$ cat config.mk
export PLATFORM = sky130hd
export DESIGN_NAME = unsigned_to_ascii_formatter
export DESIGN_NICKNAME = d
export VERILOG_FILES = /design/src/rtl/uta_pkg.sv /design/src/rtl/uta_cell.sv /design/src/rtl/unsigned_to_ascii_formatter.sv
export SDC_FILE = /design/constraint.sdc
export NUM_CORES = 1
export LEC_CHECK = 0
export BUFFER_PORTS_ARGS = -buffer_cell sky130_fd_sc_hd__buf_4
export CAP_MARGIN = 20
export CORE_UTILIZATION = 61
export DETAILED_ROUTE_END_ITERATION = 6
export GPL_TIMING_DRIVEN = 0
export PLACE_DENSITY = 0.81
export SLEW_MARGIN = 5
export SYNTH_ARGS = -nofsm -noshare
export SYNTH_HDL_FRONTEND = slang
export SYNTH_SLANG_ARGS = --single-unit
$ cat constraint.sdc
create_clock -name i_clk -period 5.9 [get_ports i_clk]
set_input_delay 0.885 -clock i_clk [delete_from_list [all_inputs] [get_ports i_clk]]
set_output_delay 0.885 -clock i_clk [all_outputs]
set_load 0.1 [all_outputs]
$ cat src/rtl/uta_pkg.sv
`timescale 1ns / 1ps

package uta_pkg;

    localparam int VALUE_BITS = 64;
    localparam int NCELLS     = (VALUE_BITS + 2) / 3;
    localparam int BIT_W      = $clog2(VALUE_BITS);
    localparam int NDIG_W     = $clog2(NCELLS + 1);

    localparam logic [1:0] RADIX_DEC = 2'd0;
    localparam logic [1:0] RADIX_HEX = 2'd1;
    localparam logic [1:0] RADIX_OCT = 2'd2;

    localparam logic [7:0] CHAR_ZERO    = 8'h30;
    localparam logic [7:0] CHAR_UPPER_A = 8'h41;
    localparam logic [7:0] CHAR_LOWER_A = 8'h61;
    localparam logic [3:0] DEC_BASE     = 4'd10;

    typedef struct packed {
        logic [63:0] number;
        logic [1:0]  radix_select;
        logic [5:0]  min_width;
        logic [7:0]  pad_char;
        logic        upper_hex;
    } t_in;

    typedef struct packed {
        logic [7:0] out_char;
        logic       last_char;
    } t_out;

    typedef enum logic [1:0] {
        CELL_HOLD   = 2'd0,
        CELL_CLEAR  = 2'd1,
        CELL_DOUBLE = 2'd2,
        CELL_SHIFT  = 2'd3
    } t_cell_op;

    typedef struct packed {
        t_cell_op   op;
        logic [1:0] radix;
    } t_cell_ctrl;

    function automatic logic [7:0] uta_digit_char(input logic [3:0] d, input logic upper);
        logic [7:0] base;
        if (d < DEC_BASE) begin
            return CHAR_ZERO + {4'b0, d};
        end
        base = upper ? CHAR_UPPER_A : CHAR_LOWER_A;
        return base + {4'b0, d} - {4'b0, DEC_BASE};
    endfunction

endpackage

$ cat src/rtl/uta_cell.sv
`timescale 1ns / 1ps

module uta_cell (
    input  logic              i_clk,
    input  uta_pkg::t_cell_ctrl i_ctrl,
    input  logic              i_carry,
    input  logic [3:0]        i_digit,
    output logic              o_carry,
    output logic [3:0]        o_digit
);
    import uta_pkg::*;

    logic [3:0] r_digit;
    logic [3:0] n_digit;
    logic [4:0] w_sum;
    logic [3:0] w_dbl;

    assign w_sum   = {r_digit, i_carry};
    assign o_digit = r_digit;

    // digit times two plus incoming bit, reduced by the radix
    always_comb begin
        unique case (i_ctrl.radix)
            RADIX_HEX: begin
                w_dbl   = w_sum[3:0];
                o_carry = w_sum[4];
            end
            RADIX_OCT: begin
                w_dbl   = {1'b0, w_sum[2:0]};
                o_carry = w_sum[3];
            end
            default: begin
                if (w_sum >= {1'b0, DEC_BASE}) begin
                    w_dbl   = 4'(w_sum - {1'b0, DEC_BASE});
                    o_carry = 1'b1;
                end else begin
                    w_dbl   = w_sum[3:0];
                    o_carry = 1'b0;
                end
            end
        endcase
    end

    always_comb begin
        unique case (i_ctrl.op)
            CELL_CLEAR:  n_digit = '0;
            CELL_DOUBLE: n_digit = w_dbl;
            CELL_SHIFT:  n_digit = i_digit;
            default:     n_digit = r_digit;
        endcase
    end

    always_ff @(posedge i_clk) begin
        r_digit <= n_digit;
    end

endmodule

$ cat src/rtl/unsigned_to_ascii_formatter.sv
// the value is shifted in as binary through the digit cell chain, then leading zeros
// are dropped, then the characters go out (pads, then digits), one per cycle within
// each run while the output is not stalled; a new request is taken only back in
// idle, after the last digit of the previous one has been loaded for output
// reset: synchronous, active low; clears the control state machine and output valid
`timescale 1ns / 1ps

module unsigned_to_ascii_formatter (
    input  logic         i_clk,
    input  logic         i_rst_n,
    input  logic         i_valid,
    output logic         o_stall,
    input  uta_pkg::t_in  i_data,
    output logic         o_valid,
    input  logic         i_stall,
    output uta_pkg::t_out o_data
);
    import uta_pkg::*;

    typedef enum logic [4:0] {
        ST_IDLE  = 5'b00001,
        ST_CONV  = 5'b00010,
        ST_SKIP  = 5'b00100,
        ST_PAD   = 5'b01000,
        ST_DIGIT = 5'b10000
    } t_state;

    t_state                  r_state, n_state;
    logic [VALUE_BITS-1:0]   r_value, n_value;
    logic [BIT_W-1:0]        r_bit, n_bit;
    logic [NDIG_W-1:0]       r_ndig, n_ndig;
    logic [5:0]              r_pads, n_pads;
    logic [5:0]              r_width;
    logic [7:0]              r_pad_char;
    logic                    r_upper;
    logic [1:0]              r_radix;
    logic                    r_out_valid, n_out_valid;
    t_out                    r_out, n_out;

    t_cell_ctrl              w_ctrl;
    logic                    w_accept;
    logic                    w_free;
    logic                    w_load;
    logic [3:0]              w_top;
    logic [NCELLS:0]         w_carry;
    logic [3:0]              w_digit [NCELLS];

    assign w_accept = i_valid && !o_stall;
    assign o_stall  = (r_state != ST_IDLE);
    assign w_free   = !r_out_valid || !i_stall;
    assign w_top    = w_digit[NCELLS-1];
    assign w_carry[0] = r_value[VALUE_BITS-1];
    assign o_valid  = r_out_valid;
    assign o_data   = r_out;

    genvar gi;
    generate
        for (gi = 0; gi < NCELLS; gi++) begin : g_cell
            logic [3:0] w_lower;
            if (gi == 0) begin : g_first
                assign w_lower = '0;
            end else begin : g_rest
                assign w_lower = w_digit[gi-1];
            end
            uta_cell u_cell (
                .i_clk   (i_clk),
                .i_ctrl  (w_ctrl),
                .i_carry (w_carry[gi]),
                .i_digit (w_lower),
                .o_carry (w_carry[gi+1]),
                .o_digit (w_digit[gi])
            );
        end
    endgenerate

    always_comb begin
        n_state     = r_state;
        n_value     = r_value;
        n_bit       = r_bit;
        n_ndig      = r_ndig;
        n_pads      = r_pads;
        n_out       = r_out;
        w_load      = 1'b0;
        w_ctrl.op   = CELL_HOLD;
        w_ctrl.radix = r_radix;
        unique case (r_state)
            ST_IDLE: begin
                if (w_accept) begin
                    w_ctrl.op = CELL_CLEAR;
                    n_value   = i_data.number[VALUE_BITS-1:0];
                    n_bit     = BIT_W'(VALUE_BITS - 1);
                    n_state   = ST_CONV;
                end
            end
            ST_CONV: begin
                w_ctrl.op = CELL_DOUBLE;
                n_value   = {r_value[VALUE_BITS-2:0], 1'b0};
                n_bit     = r_bit - 1'b1;
                if (r_bit == '0) begin
                    n_ndig  = NDIG_W'(NCELLS);
                    n_state = ST_SKIP;
                end
            end
            ST_SKIP: begin
                if (w_top == '0 && r_ndig > NDIG_W'(1)) begin
                    w_ctrl.op = CELL_SHIFT;
                    n_ndig    = r_ndig - 1'b1;
                end else begin
                    n_pads  = (r_width > 6'(r_ndig)) ? r_width - 6'(r_ndig) : '0;
                    n_state = ST_PAD;
                end
            end
            ST_PAD: begin
                if (r_pads == '0) begin
                    n_state = ST_DIGIT;
                end else if (w_free) begin
                    w_load          = 1'b1;
                    n_out.out_char  = r_pad_char;
                    n_out.last_char = 1'b0;
                    n_pads          = r_pads - 1'b1;
                end
            end
            ST_DIGIT: begin
                if (w_free) begin
                    w_load          = 1'b1;
                    w_ctrl.op       = CELL_SHIFT;
                    n_out.out_char  = uta_digit_char(w_top, r_upper);
                    n_out.last_char = (r_ndig == NDIG_W'(1));
                    n_ndig          = r_ndig - 1'b1;
                    if (r_ndig == NDIG_W'(1)) begin
                        n_state = ST_IDLE;
                    end
                end
            end
            default: n_state = ST_IDLE;
        endcase
        n_out_valid = w_load ? 1'b1 : (r_out_valid && i_stall);
    end

    always_ff @(posedge i_clk) begin
        if (!i_rst_n) begin
            r_state     <= ST_IDLE;
            r_out_valid <= 1'b0;
        end else begin
            r_state     <= n_state;
            r_out_valid <= n_out_valid;
        end
    end

    always_ff @(posedge i_clk) begin
        r_value <= n_value;
        r_bit   <= n_bit;
        r_ndig  <= n_ndig;
        r_pads  <= n_pads;
        r_out   <= n_out;
        if (w_accept) begin
            r_width    <= i_data.min_width;
            r_pad_char <= i_data.pad_char;
            r_upper    <= i_data.upper_hex;
            r_radix    <= i_data.radix_select;
        end
    end

`ifndef SYNTH
    a_no_overflow: assert property (@(posedge i_clk) disable iff (!i_rst_n)
        (r_state == ST_CONV) |-> !w_carry[NCELLS])
        else $error("digit chain overflow");

    a_ndig_nonzero: assert property (@(posedge i_clk) disable iff (!i_rst_n)
        (r_state == ST_DIGIT || r_state == ST_PAD) |-> (r_ndig != '0))
        else $error("digit count empty while emitting");

    a_accept_conv: assert property (@(posedge i_clk) disable iff (!i_rst_n)
        w_accept |=> (r_state == ST_CONV))
        else $error("request not taken into conversion");

    a_last_idle: assert property (@(posedge i_clk) disable iff (!i_rst_n)
        (w_load && n_out.last_char) |=> (r_state == ST_IDLE && r_out_valid))
        else $error("last character without return to idle");
`endif

endmodule

# After elaboration in Yosys (flattened, before gate mapping)
# Index checks and enable logic that the tools add are counted.
# totals
reg_bits,201
latch_bits,0
ramBits,0
romBits,0
in_bits,85
out_inout_bits,11
elab_cells,277
mem_count,0
# classes
add_sub_neg,29
multipliers,0
div_mod_pow,0
magnitude_cmp,25
eq_ne,21
n_shift,0
n_mux,146
n_bitwise,0
reduce_logical,22
# op_table
operator,n
case mux 4 bit (3 select lines),21
case mux 4 bit (2 select lines),23
case mux 64 bit (2 select lines),1
greater-or-equal comparator 5 x 4 -> 1 bit (second input constant),22
two-way mux 4 bit,22
subtractor 4 bit (second input constant),22
two-way mux 64 bit,1
two-way mux 5 bit,9
case mux 1 bit (2 select lines),22
two-way mux 6 bit,6
two-way mux 1 bit,28
two-way mux 9 bit,3
case mux 5 bit (5 select lines),1
case mux 6 bit (2 select lines),2
inequality test 2 bit (second input constant),9
case mux 9 bit (2 select lines),1
two-way mux 8 bit,2
case mux 5 bit (3 select lines),1
zero test 6 bit,2
AND reduction 4 bit,3
subtractor 6 x 1 -> 6 bit (second input constant),2
equality test 5 x 1 -> 1 bit (second input constant),2
adder 7 x 4 -> 8 bit,1
case mux 2 bit (4 select lines),1
24 further kinds,36

# Depth between registers and ports, before layout
# Gate-level depths: netlist of the first run.
# depth
word_depth,67
mapped_depth,13

# Hierarchy
# Synthesis of the first run repeated with hierarchy kept, for this count alone.
# hier_totals
hier_cells,1486
hier_area_um2,14410.1
# by_module_without_submodules
module,n_inst,cells_each,area_per_inst_um2
uta_cell,22,45,417.9
unsigned_to_ascii_formatter,1,496,5216.3

# Worst setup path after synthesis of the first run
# No wires, ideal clock.
# synth_path
kind,input port to flip-flop
startpoint,input i_valid
endpoint,"register g_cell[0].u_cell.r_digit[0], enable pin"
setup_ns,0.409
t_arrival_ns,3.902
path_slack_ns,1.590
cell_stages,3
path_buffers,0
path_cell_list,nand4_1 nand2_1 or2_2
# synth_between
elab_chain_cells,6
elab_cells_between_ends,8
cone_classes,3 x eq/ne; 2 x mux; 3 x reduce/logical
# synth_rtl
element,line_no,text
"start, declared",unsigned_to_ascii_formatter.sv:11,"input logic i_valid,"
logical AND 1 bit *,unsigned_to_ascii_formatter.sv:48,assign w_accept = i_valid && !o_stall;
two-way mux 1 bit *,unsigned_to_ascii_formatter.sv:88,if (w_accept) begin
case mux 2 bit (4 select lines) *,unsigned_to_ascii_formatter.sv:86,unique case (r_state)
equality test 2 x 1 -> 1 bit / equality test 2 bit (equally long branches),uta_cell.sv:45,unique case (i_ctrl.op)
OR reduction 2 bit (no source line),--,
nonzero test 2 bit (no source line) *,--,
"end signal, assigned",uta_cell.sv:54,r_digit <= n_digit;
"end, declared",uta_cell.sv:13,logic [3:0] r_digit;
# Every way passes the cells marked *; elsewhere a longest branch is shown, timed or not.
# A chain may end at the register's enable or synchronous reset.

# Final worst setup path of the first run
# layout_path
startpoint,register r_radix[0]
endpoint,"register g_cell[12].u_cell.r_digit[1], data pin"
# layout_between
elab_chain_cells,39
elab_cells_between_ends,41
cone_classes,1 x add/sub; 12 x order compare; 2 x eq/ne; 26 x mux
# layout_rtl
element,line_no,text
"start, declared",unsigned_to_ascii_formatter.sv:36,logic [1:0] r_radix;
"start signal, assigned",unsigned_to_ascii_formatter.sv:160,r_radix <= i_data.radix_select;
equality test 2 bit / equality test 2 x 1 -> 1 bit (equally long branches),uta_cell.sv:23,unique case (i_ctrl.radix)
case mux 1 bit (2 select lines),uta_cell.sv:23,
greater-or-equal comparator 5 x 4 -> 1 bit,uta_cell.sv:33,"if (w_sum >= {1'b0, DEC_BASE}) begin"
two-way mux 1 bit,uta_cell.sv:33,
case mux 1 bit (2 select lines),uta_cell.sv:23,
greater-or-equal comparator 5 x 4 -> 1 bit,uta_cell.sv:33,
two-way mux 1 bit,uta_cell.sv:33,
case mux 1 bit (2 select lines),uta_cell.sv:23,
[23 not listed],--,
case mux 1 bit (2 select lines),uta_cell.sv:23,
greater-or-equal comparator 5 x 4 -> 1 bit,uta_cell.sv:33,
two-way mux 1 bit,uta_cell.sv:33,
case mux 1 bit (2 select lines),uta_cell.sv:23,
subtractor 4 bit / greater-or-equal comparator 5 x 4 -> 1 bit (equally long branches),"uta_cell.sv:34, uta_cell.sv:33",
two-way mux 4 bit,uta_cell.sv:33,
case mux 4 bit (2 select lines) *,uta_cell.sv:23,
case mux 4 bit (3 select lines) *,uta_cell.sv:45,
"end signal, assigned",uta_cell.sv:54,
"end, declared",uta_cell.sv:13,
# Marks and branches as above.

==> flow_metrics.env, run 1 <==
export IMPL_status="finished, violations left"
export IMPL_violations="DRC"
export IMPL_yosysTopAreaCell="edfxtp_1"
export IMPL_die_h_um=139
export IMPL_via_per_inst=6.36
export IMPL_ir_drop_mv=0.341
export IMPL_route_detailed_drc=3
export IMPL_num_nets_final=1398
export IMPL_yosysSeqAreaShare_pct=52.1
export IMPL_synth_edf_count=195
export IMPL_dieArea_um2=19300
export IMPL_crit_arrival_ns=3.89
export IMPL_core_um2=18200
export IMPL_dr_pass1_iters=7
export IMPL_antenna_found_initial=0
export IMPL_io_pin_count=96
export IMPL_setup_viol=0
export IMPL_cp_start_kind="register"
export IMPL_synth_compound_area_share_pct=17.5
export IMPL_fin_worst_skew_ns=0.0146
export IMPL_clockBufferDepth=3
export IMPL_grt_pass1_wl_um=47800
export IMPL_criticalPathCategory="register to register"
export IMPL_worst_slack_ns=2.26
export IMPL_critPathMostFrequentCell="clkbuf_1"
export IMPL_tightest_slew_ns=0.964
export IMPL_hp_class="register to register"
export IMPL_syn_avg_cell_area_um2=9.90
export IMPL_fin_hold_ws_ns=0.509
export IMPL_root_buffer="clkbuf_16"
export IMPL_grt_overflow=0
export IMPL_synth_top_cell_area_share_pct=51.1
export IMPL_final_cell_mix="nand2_1, edfxtp_1, buf_4, o21ai_0, inv_1"
export IMPL_grt_pass1_vias=9216
export IMPL_grt_use_total_pct=31.4
export IMPL_synth_seq_cells=201
export IMPL_p_total_mw=4.07
export IMPL_maxCapViolCount=0
export IMPL_cp_max_fo=10
export IMPL_dp_hpwl_um=20400
export IMPL_initial_utilization_pct=62.9
export IMPL_ant_nets=0
export IMPL_power_density_nw_per_um2=307
export IMPL_synth_cell_types=78
export IMPL_cpPeakStageDelay_ns=0.66
export IMPL_synth_fp_nets=1278
export IMPL_crit_required_ns=6.16
export IMPL_num_rows=49
export IMPL_design_area_um2=13200
export IMPL_synth_fa_ha_area_share_pct=3.89
export IMPL_grt_max_degree=72
export IMPL_final_layout_size_suffix_gt1_share_pct=12.6
export IMPL_cts_max_level=1
export IMPL_crit_slowest_cell="clkbuf_1"
export IMPL_setup_tns_ns=0
export IMPL_cts_resized_gates=0
export IMPL_portBuffers=95
export IMPL_cts_tree="built"
export IMPL_final_common_cell="nand2_1"
export IMPL_cp_top_family="buffers and inverters"
export IMPL_synthArstFlopShare_pct=0
export IMPL_rsz0062_at_grt="no"
export IMPL_synth_top_flop_cell="edfxtp_1"
export IMPL_min_period_ns=3.64
export IMPL_gp_congestion=0.937
export IMPL_fmax_mhz=275
export IMPL_hold_viol_final=0
export IMPL_synth_top_family_by_area="simple AND/OR/NAND/NOR gates"
export IMPL_critPathBufInv=6
export IMPL_die_w_um=139
export IMPL_numClockSinks=201
export IMPL_syn_to_final_growth_pct=15.5
export IMPL_drt_wl_total_um=30400
export IMPL_synth_area_leaders="edfxtp_1, nand2_1, a22o_1, ha_1, o21ai_0"
export IMPL_post_cts_buffers=0
export IMPL_clkTransAtPathRegs_ns=0.06
export IMPL_p_leak_nw=5.18
export IMPL_yosys_warnings=0
export IMPL_placed_area_um2=12500
export IMPL_post_route_period_util_pct=61.6
export IMPL_cts_buffers=22
export IMPL_cp_end_kind="register"
export IMPL_n_antenna_cell=0
export IMPL_clock_latency_ns=0.51
export IMPL_dr_first_iter_drc_count=1033
export IMPL_synth_simple_area_share_pct=18.3
export IMPL_relSlewSlack_pct=35.2
export IMPL_path_cells="inv_1 > ha_1 > buf_4 > buf_6 > clkbuf_1 > clkbuf_1 > clkbuf_1 > nor3_1 > a211oi_1 > nand2_1"
export IMPL_syn_instance_count=1158
export IMPL_synthMuxAreaShare_pct=0.895
export IMPL_wl_per_cell_um=20.0
export IMPL_place_ws_ns=2.45
export IMPL_maxSlewViolCount=0
export IMPL_synth_area_um2=11500
export IMPL_vias=9686
export IMPL_hold_buffers=0
export IMPL_yosys_area_share_xor_xnor_pct=2.52
## worst reg2reg max path: stages, from the launching register on
cell and delay, ns:
edfxtp_1 0.38, inv_1 0.06, ha_1 0.28, buf_4 0.23
buf_6 0.20, clkbuf_1 0.48, clkbuf_1 0.66, clkbuf_1 0.62
nor3_1 0.14, a211oi_1 0.25, nand2_1 0.09
## through the flow
stage                     utilization [%]  cells
after floorplan                         -   1158
after global placement               68.4   1482
after detailed placement             68.6   1483
after CTS                            72.7   1523
after global routing                 72.7   1523
final                                72.7   1523
## flip-flops by register name (all words and copies together) (netlist names)
signal and flops:
r_upper 1, r_state 5, o_data 9, o_valid 1, r_pad_char 8, r_pads 6, r_radix 2, r_ndig 5
r_bit 6, r_value 64, r_width 6, g_cell.u_cell.o_digit 88
## Yosys cell counts, types with 3 or more instances
cell type    n
nand2_1    267
edfxtp_1   195
o21ai_0     85
inv_1       77
a21oi_1     57
a22o_1      50
clkbuf_1    49
nand3_1     38
ha_1        34
nor2_1      32
xnor2_1     28
nor3b_1     22
nor3_1      17
a22oi_1     15
a21o_1      11
nand4_1     11
o21ai_1      9
mux2i_1      8
nand3b_1     8
nor2b_1      8
and3_1       7
buf_1        7
o22ai_1      7
o31ai_1      7
dfxtp_1      6
nand2b_1     6
nor4b_1      5
xor2_1       5
a211oi_1     4
and2_1       4
o21a_1       4
a221o_1      3
a2bb2oi_1    3
and4_1       3
buf_2        3
o41ai_1      3
or2_2        3
## final timing paths
| path | from | to | slack, ns | cells after the start |
|---|---|---|---|---|
| setup reg to reg | r_radix[0]$_DFFE_PP_ | g_cell[12].u_cell.o_digit[1]$_SDFFCE_PN0P_ | 2.26 | 10 |
| setup / recovery | r_radix[0]$_DFFE_PP_ | g_cell[12].u_cell.o_digit[1]$_SDFFCE_PN0P_ | 2.26 | 10 |
| hold reg to reg | r_value[46]$_DFFE_PP_ | r_value[47]$_DFFE_PP_ | 0.51 | 2 |
| hold / removal | r_value[46]$_DFFE_PP_ | r_value[47]$_DFFE_PP_ | 0.51 | 2 |
## cell type report
| cell class | count | area, µm² |
|---|---|---|
| plain buffers | 62 | 251 |
| clock buffers | 26 | 597 |
| clock inverters | 14 | 143 |
| fillers | 1304 | 4970 |
| inverters | 78 | 293 |
| multi-input cells | 817 | 4950 |
| flip-flops and latches | 201 | 5980 |
| well taps | 229 | 287 |
| repair buffers | 96 | 741 |
## per-layer routing
layer	up-vias	part of all wire (%)	routed length [µm]	GRT usage [%]
li1	4453	-	-	-
met1	4541	40	12200	42.4
met2	570	46	13800	50.5
met3	122	10	3160	6.42
met4	0	4.0	1220	11.6
met5	-	0	0	0
## cells by family (layout without fill, tap and decap cells)
| logic type | Yosys count | after routing |
|---|---|---|
| AOI/OAI and AO/OA | 293 | 293 |
| xor gates and xnor gates | 33 | 33 |
| adders and majority gates | 35 | 35 |
| buffers and inverters | 140 | 276 |
| DFF | 201 | 201 |
| muxes | 10 | 10 |
| and+or+nand+nor | 446 | 446 |
## power by group
group | leakage [nW] | switching, mW | total (mW) | internal, mW
logic | 2.91 | 0.493 | 0.766 | 0.273
clock network | 0.365 | 0.575 | 1.43 | 0.852
registers | 1.90 | 0.114 | 1.88 | 1.76
total | 5.18 | 1.18 | 4.07 | 2.89
(Power assumes the default switching activity.)
==> run 2, diff against run 1 <==
Settings changed: CORE_UTILIZATION 61 to 55, PLACE_DENSITY 0.81 to 0.77.
Clock period 5.9 ns to 3.2 ns, I/O delays scaled along.
==> run 2 against run 1 <==
Effect of this change: the run now ends clean; sequential cell count unchanged; clock skew decreased by 0.0050 ns; core utilization decreased by 5.9 points; sequential power up 84%; cell area rose by 2.4%; worst hold slack lost 0.38 ns; global-route usage decreased by 2.9 points; wire length grew 1.3%; clock power increased by 89%; combinational power grew 97%; critical endpoint is now g_cell[20].u_cell.o_digit[0]$_SDFFCE_PN0P_; largest cell class unchanged; highest routed layer unchanged.
==> flow_metrics.env, run 2 (synthesis gave the netlist of run 1 again) <==
export IMPL_final_cell_mix="nand2_1, edfxtp_1, buf_4, o21ai_0, inv_1"
export IMPL_die_w_um=146
export IMPL_numClockSinks=201
export IMPL_dp_hpwl_um=20700
export IMPL_num_rows=52
export IMPL_critPathBufInv=2
export IMPL_wl_per_cell_um=19.5
export IMPL_r2r_cells=12
export IMPL_root_buffer="clkbuf_16"
export IMPL_endpoint="g_cell[20].u_cell.o_digit[0]$_SDFFCE_PN0P_"
export IMPL_n_antenna_cell=0
export IMPL_drt_wl_total_um=30800
export IMPL_cts_tree="built"
export IMPL_hold_viol_final=0
export IMPL_design_area_um2=13600
export IMPL_r2r_end="g_cell[20].u_cell.o_digit[0]$_SDFFCE_PN0P_"
export IMPL_route_detailed_drc=0
export IMPL_power_density_nw_per_um2=565
export IMPL_min_period_ns=3.15
export IMPL_vias=9669
export IMPL_worst_slack_ns=0.0544
export IMPL_via_per_inst=6.12
export IMPL_dieArea_um2=21400
export IMPL_dr_pass1_iters=7
export IMPL_grt_use_total_pct=28.6
export IMPL_crit_cells=12
export IMPL_hp_class="input port to register"
export IMPL_status="complete, no violations"
export IMPL_cp_top_family="compound AO/OA/AOI/OAI gates"
export IMPL_post_route_period_util_pct=98.3
export IMPL_setup_viol=0
export IMPL_grt_pass1_wl_um=48300
export IMPL_final_common_cell="nand2_1"
export IMPL_cp_start_kind="register"
export IMPL_cp_max_fo=10
export IMPL_p_leak_nw=5.31
export IMPL_placed_area_um2=12600
export IMPL_io_pin_count=96
export IMPL_crit_arrival_ns=3.42
export IMPL_rsz0062_at_grt="yes"
export IMPL_largest_register_ff_count=88
export IMPL_num_nets_final=1413
export IMPL_core_um2=20300
export IMPL_clock_latency_ns=0.53
export IMPL_cts_buffers=24
export IMPL_ir_drop_mv=0.439
export IMPL_hold_buffers=0
export IMPL_gp_congestion=0.950
export IMPL_place_ws_ns=-0.413
export IMPL_cpPeakStageDelay_ns=0.48
export IMPL_clkTransAtPathRegs_ns=0.06
export IMPL_relSlewSlack_pct=31.6
export IMPL_crit_required_ns=3.48
export IMPL_final_layout_size_suffix_gt1_share_pct=14.7
export IMPL_antenna_found_initial=0
export IMPL_fin_util_pct=66.8
export IMPL_portBuffers=95
export IMPL_cts_max_level=1
export IMPL_path_cells="inv_1 > ha_4 > clkbuf_4 > nor2b_4 > a22oi_1 > nand3_1 > o211ai_2 > a2111o_1 > a41o_4 > nand2_4 > o21ai_1 > a22o_1"
export IMPL_fmax_mhz=318
export IMPL_die_h_um=146
export IMPL_criticalPathCategory="register to register"
export IMPL_clockBufferDepth=3
export IMPL_tightest_slew_ns=1.02
export IMPL_grt_overflow=0
export IMPL_fin_worst_skew_ns=0.00957
export IMPL_grt_pass1_vias=9220
export IMPL_maxCapViolCount=0
export IMPL_cp_end_kind="register"
export IMPL_dr_first_iter_drc_count=1195
export IMPL_critPathLaunch="r_radix[0]$_DFFE_PP_"
export IMPL_syn_to_final_growth_pct=18.3
export IMPL_r2r_start="r_radix[0]$_DFFE_PP_"
export IMPL_p_total_mw=7.66
export IMPL_initial_utilization_pct=56.5
export IMPL_ant_nets=0
export IMPL_maxSlewViolCount=0
export IMPL_grt_max_degree=72
export IMPL_reg2reg_slack_ns=0.05
export IMPL_crit_slowest_cell="a2111o_1"
## run 2: cell count changes in the layout (fill, tap and decap cells not counted), moves of 2 or more
cell,delta
buf_12,+2
buf_4,+9
clkbuf_2,+5
clkinv_1,-2
clkinv_2,-2
## run 2: power by group
group | internal (mW) | total [mW] | switching, mW
registers | 3.25 | 3.46 | 0.210
clock network | 1.60 | 2.70 | 1.11
logic | 0.563 | 1.51 | 0.943
total | 5.40 | 7.66 | 2.26
## run 2: worst min-delay path by stage
stage / startpoint / endpoint / cells past startpoint
final: i_data[8] / r_pad_char[7]$_DFFE_PP_ / 1
after global routing: i_data[7] / r_pad_char[6]$_DFFE_PP_ / 1
after CTS: i_data[10] / r_width[1]$_DFFE_PP_ / 1
after detailed placement: r_value[41]$_DFFE_PP_ / r_value[42]$_DFFE_PP_ / 2
after global placement: r_value[42]$_DFFE_PP_ / r_value[43]$_DFFE_PP_ / 2
after floorplan: r_state[4]$_SDFFE_PN0P_ / r_state[4]$_SDFFE_PN0P_ / 2
## run 2: layout make-up
class                      count  area, µm²
tap                          270        338
inverter                      78        293
timing repair buffer         108        858
multi-input combinational    818       5030
sequential                   201       5980
buffer                        62        282
clock buffer                  32        651
fill                        1586       6750
clock inverter                12        128
## run 2: timing repair
item	4_1_cts	5_1_grt
setup buffers	0	11
endpoints found under the setup margin	73	115
pin swaps	1	10
resized for setup	5	23
cloned	1	0
## run 2: layer usage
layer / share of wire, % / global-route usage (%)
met4: 3.3 / 10.1
met5: 0 / 0
met2: 45 / 45.0
met3: 11 / 4.84
met1: 41 / 40.0
## run 2: metrics by stage
stage,hold slack (ns),TNS [ns],cells
5_1_grt,0.115,-0.248,1581
3_3_place_gp,0.488,-93.73,1523
4_1_cts,0.114,0,1570
6_report,0.129,0,1581
3_5_place_dp,0.497,-9.18,1525
2_1_floorplan,0.479,0,1158
==> run 3, diff against run 2 <==
Settings changed: ABC_AREA set to 1.
==> run 3 against run 2 <==
Effect of this change: the run now ends with setup timing left; first-iteration DRC count grew 24%; die area shrank 1.2%; combinational power grew to 3.1 times the previous value; fmax shrank 51%; non-clock buffer count grew 114; sequential share of layout area shrank 3.3 points; count of clock-buffer cells in the layout shrank 5; worst setup slack lost 3.2 ns; final cell count grew 15%; synthesized area shrank 1.2%; sequential power grew 18%; highest routed layer unchanged.
==> flow_metrics.env, run 3 <==
export IMPL_status="finished, violations left"
export IMPL_violations="setup timing"
export IMPL_fmax_mhz=157
export IMPL_core_um2=20200
export IMPL_syn_avg_cell_area_um2=8.90
export IMPL_synthTopCellsByCount="nand2_1, edfxtp_1, inv_1"
export IMPL_worst_slack_ns=-3.18
export IMPL_p_leak_nw=6.24
export IMPL_synth_area_um2=11300
export IMPL_fin_worst_skew_ns=0.0160
export IMPL_syn_instance_count=1272
export IMPL_die_w_um=146
export IMPL_synth_most_common_cell="nand2_1"
export IMPL_initial_utilization_pct=56.0
export IMPL_route_detailed_drc=0
export IMPL_cts_max_level=1
export IMPL_numClockSinks=201
export IMPL_fin_util_pct=72.4
export IMPL_final_layout_size_suffix_gt1_share_pct=27.2
export IMPL_hold_buffers=0
export IMPL_crit_arrival_ns=6.69
export IMPL_grt_pass1_vias=10400
export IMPL_synth_cell_types=44
export IMPL_power_density_nw_per_um2=792
export IMPL_n_fill_cell=1361
export IMPL_p_clk_share_pct=24.4
export IMPL_hp_class="input port to register"
export IMPL_dr_pass1_iters=7
export IMPL_crit_required_ns=3.51
export IMPL_cp_end_kind="register"
export IMPL_final_common_cell="nand2_1"
export IMPL_pwr_share_seq_pct=35.3
export IMPL_grt_overflow=0
export IMPL_crit_slowest_cell="edfxtp_1"
export IMPL_reg2reg_slack_ns=-3.18
export IMPL_gp_congestion=0.925
export IMPL_synthArstFlopShare_pct=0
export IMPL_placed_area_um2=12500
export IMPL_via_per_inst=6.10
export IMPL_comb_power_share_pct=40.3
export IMPL_ant_nets=0
export IMPL_clockBufferDepth=3
export IMPL_synth_top_flop_cell="edfxtp_1"
export IMPL_setup_viol=49
export IMPL_dp_hpwl_um=19200
export IMPL_p_switching_mw=4.48
export IMPL_criticalPathCategory="register to register"
export IMPL_post_route_period_util_pct=199
export IMPL_largest_register_ff_count=88
export IMPL_root_buffer="clkbuf_16"
export IMPL_cts_buffers=23
export IMPL_ir_drop_mv=0.471
export IMPL_grt_pass1_wl_um=53300
export IMPL_num_nets_final=1650
export IMPL_yosysTopAreaCell="edfxtp_1"
export IMPL_synth_seq_cells=201
export IMPL_relSlewSlack_pct=39.1
export IMPL_tightest_slew_ns=0.914
export IMPL_clkTransAtPathRegs_ns=0.06
export IMPL_yosys_warnings=0
export IMPL_io_pin_count=96
export IMPL_critPathMostFrequentCell="nand2_2"
export IMPL_cp_max_fo=4
export IMPL_synth_top_cell_area_share_pct=51.7
export IMPL_min_period_ns=6.38
export IMPL_cp_start_kind="register"
export IMPL_dieArea_um2=21200
export IMPL_place_ws_ns=-3.11
export IMPL_design_area_um2=14700
export IMPL_syn_to_final_growth_pct=29.4
export IMPL_hold_viol_final=0
export IMPL_clock_latency_ns=0.55
export IMPL_synth_edf_count=195
export IMPL_antenna_found_initial=1
export IMPL_cpPeakStageDelay_ns=0.47
export IMPL_synth_fp_nets=1392
export IMPL_drt_wl_total_um=35400
export IMPL_portBuffers=95
export IMPL_grt_use_total_pct=31.8
export IMPL_n_antenna_cell=0
export IMPL_num_rows=52
export IMPL_internal_power_mw=7.13
export IMPL_wl_per_cell_um=19.5
export IMPL_p_sw_share_pct=38.6
export IMPL_synth_area_leaders="edfxtp_1, nand2_1, inv_1, o21ai_0, nor2_1"
export IMPL_maxSlewViolCount=0
export IMPL_rsz0062_at_grt="yes"
export IMPL_maxCapViolCount=0
export IMPL_grt_max_degree=71
export IMPL_die_h_um=146
export IMPL_cts_tree="built"
export IMPL_dr_first_iter_drc_count=1484
export IMPL_vias=11100
export IMPL_final_cell_mix="nand2_1, buf_4, edfxtp_1, inv_1, nor2_1"
export IMPL_yosysSeqAreaShare_pct=52.8
==> run 3: cell families after synthesis <==
logic type,share of synthesized area (%)
AO/OA/AOI/OAI,14.9
XOR/XNOR,0.387
adder cells (fa/ha/maj),3.93
buffers and inverters,7.76
flip-flops,52.8
AND/OR/NAND/NOR,20.2
==> run 3: critical path: cells and delay by family (launching register included) <==
| family | cells | cell delay [ns] |
|---|---|---|
| buffers and inverters | 1 | 0.13 |
| AOI/OAI and AO/OA | 1 | 0.09 |
| adders and majority gates | 1 | 0.24 |
| DFF | 1 | 0.47 |
| and+or+nand+nor | 68 | 5.19 |
==> run 3: worst paths after layout <==
kind | startpoint | endpoint | cells after the start
max | r_radix[1]$_DFFE_PP_ | g_cell[21].u_cell.o_digit[2]$_SDFFCE_PN0P_ | 71
min | i_data[8] | r_pad_char[7]$_DFFE_PP_ | 1
min reg2reg | r_value[49]$_DFFE_PP_ | r_value[50]$_DFFE_PP_ | 2
max reg2reg | r_radix[1]$_DFFE_PP_ | g_cell[21].u_cell.o_digit[2]$_SDFFCE_PN0P_ | 71
==> run 3: metal layers <==
metal	up-vias	GRT usage (%)	part of all wire, %
met2	905	47.5	43
met1	5030	41.8	37
met4	0	19.2	6.8
met5	-	0	0
li1	4915	-	-
met3	242	8.40	13
==> run 3: timing repair <==
| action | in CTS | in global routing |
|---|---|---|
| resized for setup | 37 | 92 |
| endpoints found under the setup margin | 137 | 148 |
| pin swaps | 20 | 41 |
| buffers inserted | 121 | 33 |
| endpoints found under the hold margin | 0 | 0 |
| gates cloned | 1 | 0 |
==> run 3: stage by stage <==
step | std cells | power [mW] | hold slack (ns) | TNS (ns)
after detailed placement | 1638 | 7.44 | 0.493 | -118.25
after global routing | 1817 | 12.0 | 0.0979 | -92.99
after floorplan | 1272 | 6.48 | 0.481 | -68.83
after global placement | 1637 | 7.32 | 0.499 | -158.87
after CTS | 1802 | 10.8 | 0.108 | -69.55
final | 1817 | 11.6 | 0.109 | -84.24
==> run 3: cell type report <==
| type | instances | area (µm²) | area share (%) |
|---|---|---|---|
| sequential | 201 | 5980 | 40.8 |
| multi-input combinational | 848 | 4820 | 32.9 |
| timing repair buffer | 233 | 1790 | 12.2 |
| inverter | 172 | 671 | 4.58 |
| clock buffer | 27 | 611 | 4.17 |
| tap | 270 | 338 | 2.31 |
| buffer | 51 | 256 | 1.75 |
| clock inverter | 15 | 189 | 1.29 |
==> run 3: power groups by stage <==
| stage | combinational, mW | clock, mW | sequential, mW |
|---|---|---|---|
| after detailed placement | 3.35 | 0 | 4.09 |
| after floorplan | 2.42 | 0 | 4.06 |
| after global routing | 4.95 | 2.94 | 4.15 |
| after CTS | 3.94 | 2.82 | 4.05 |
| after global placement | 3.23 | 0 | 4.09 |
| final | 4.68 | 2.83 | 4.10 |
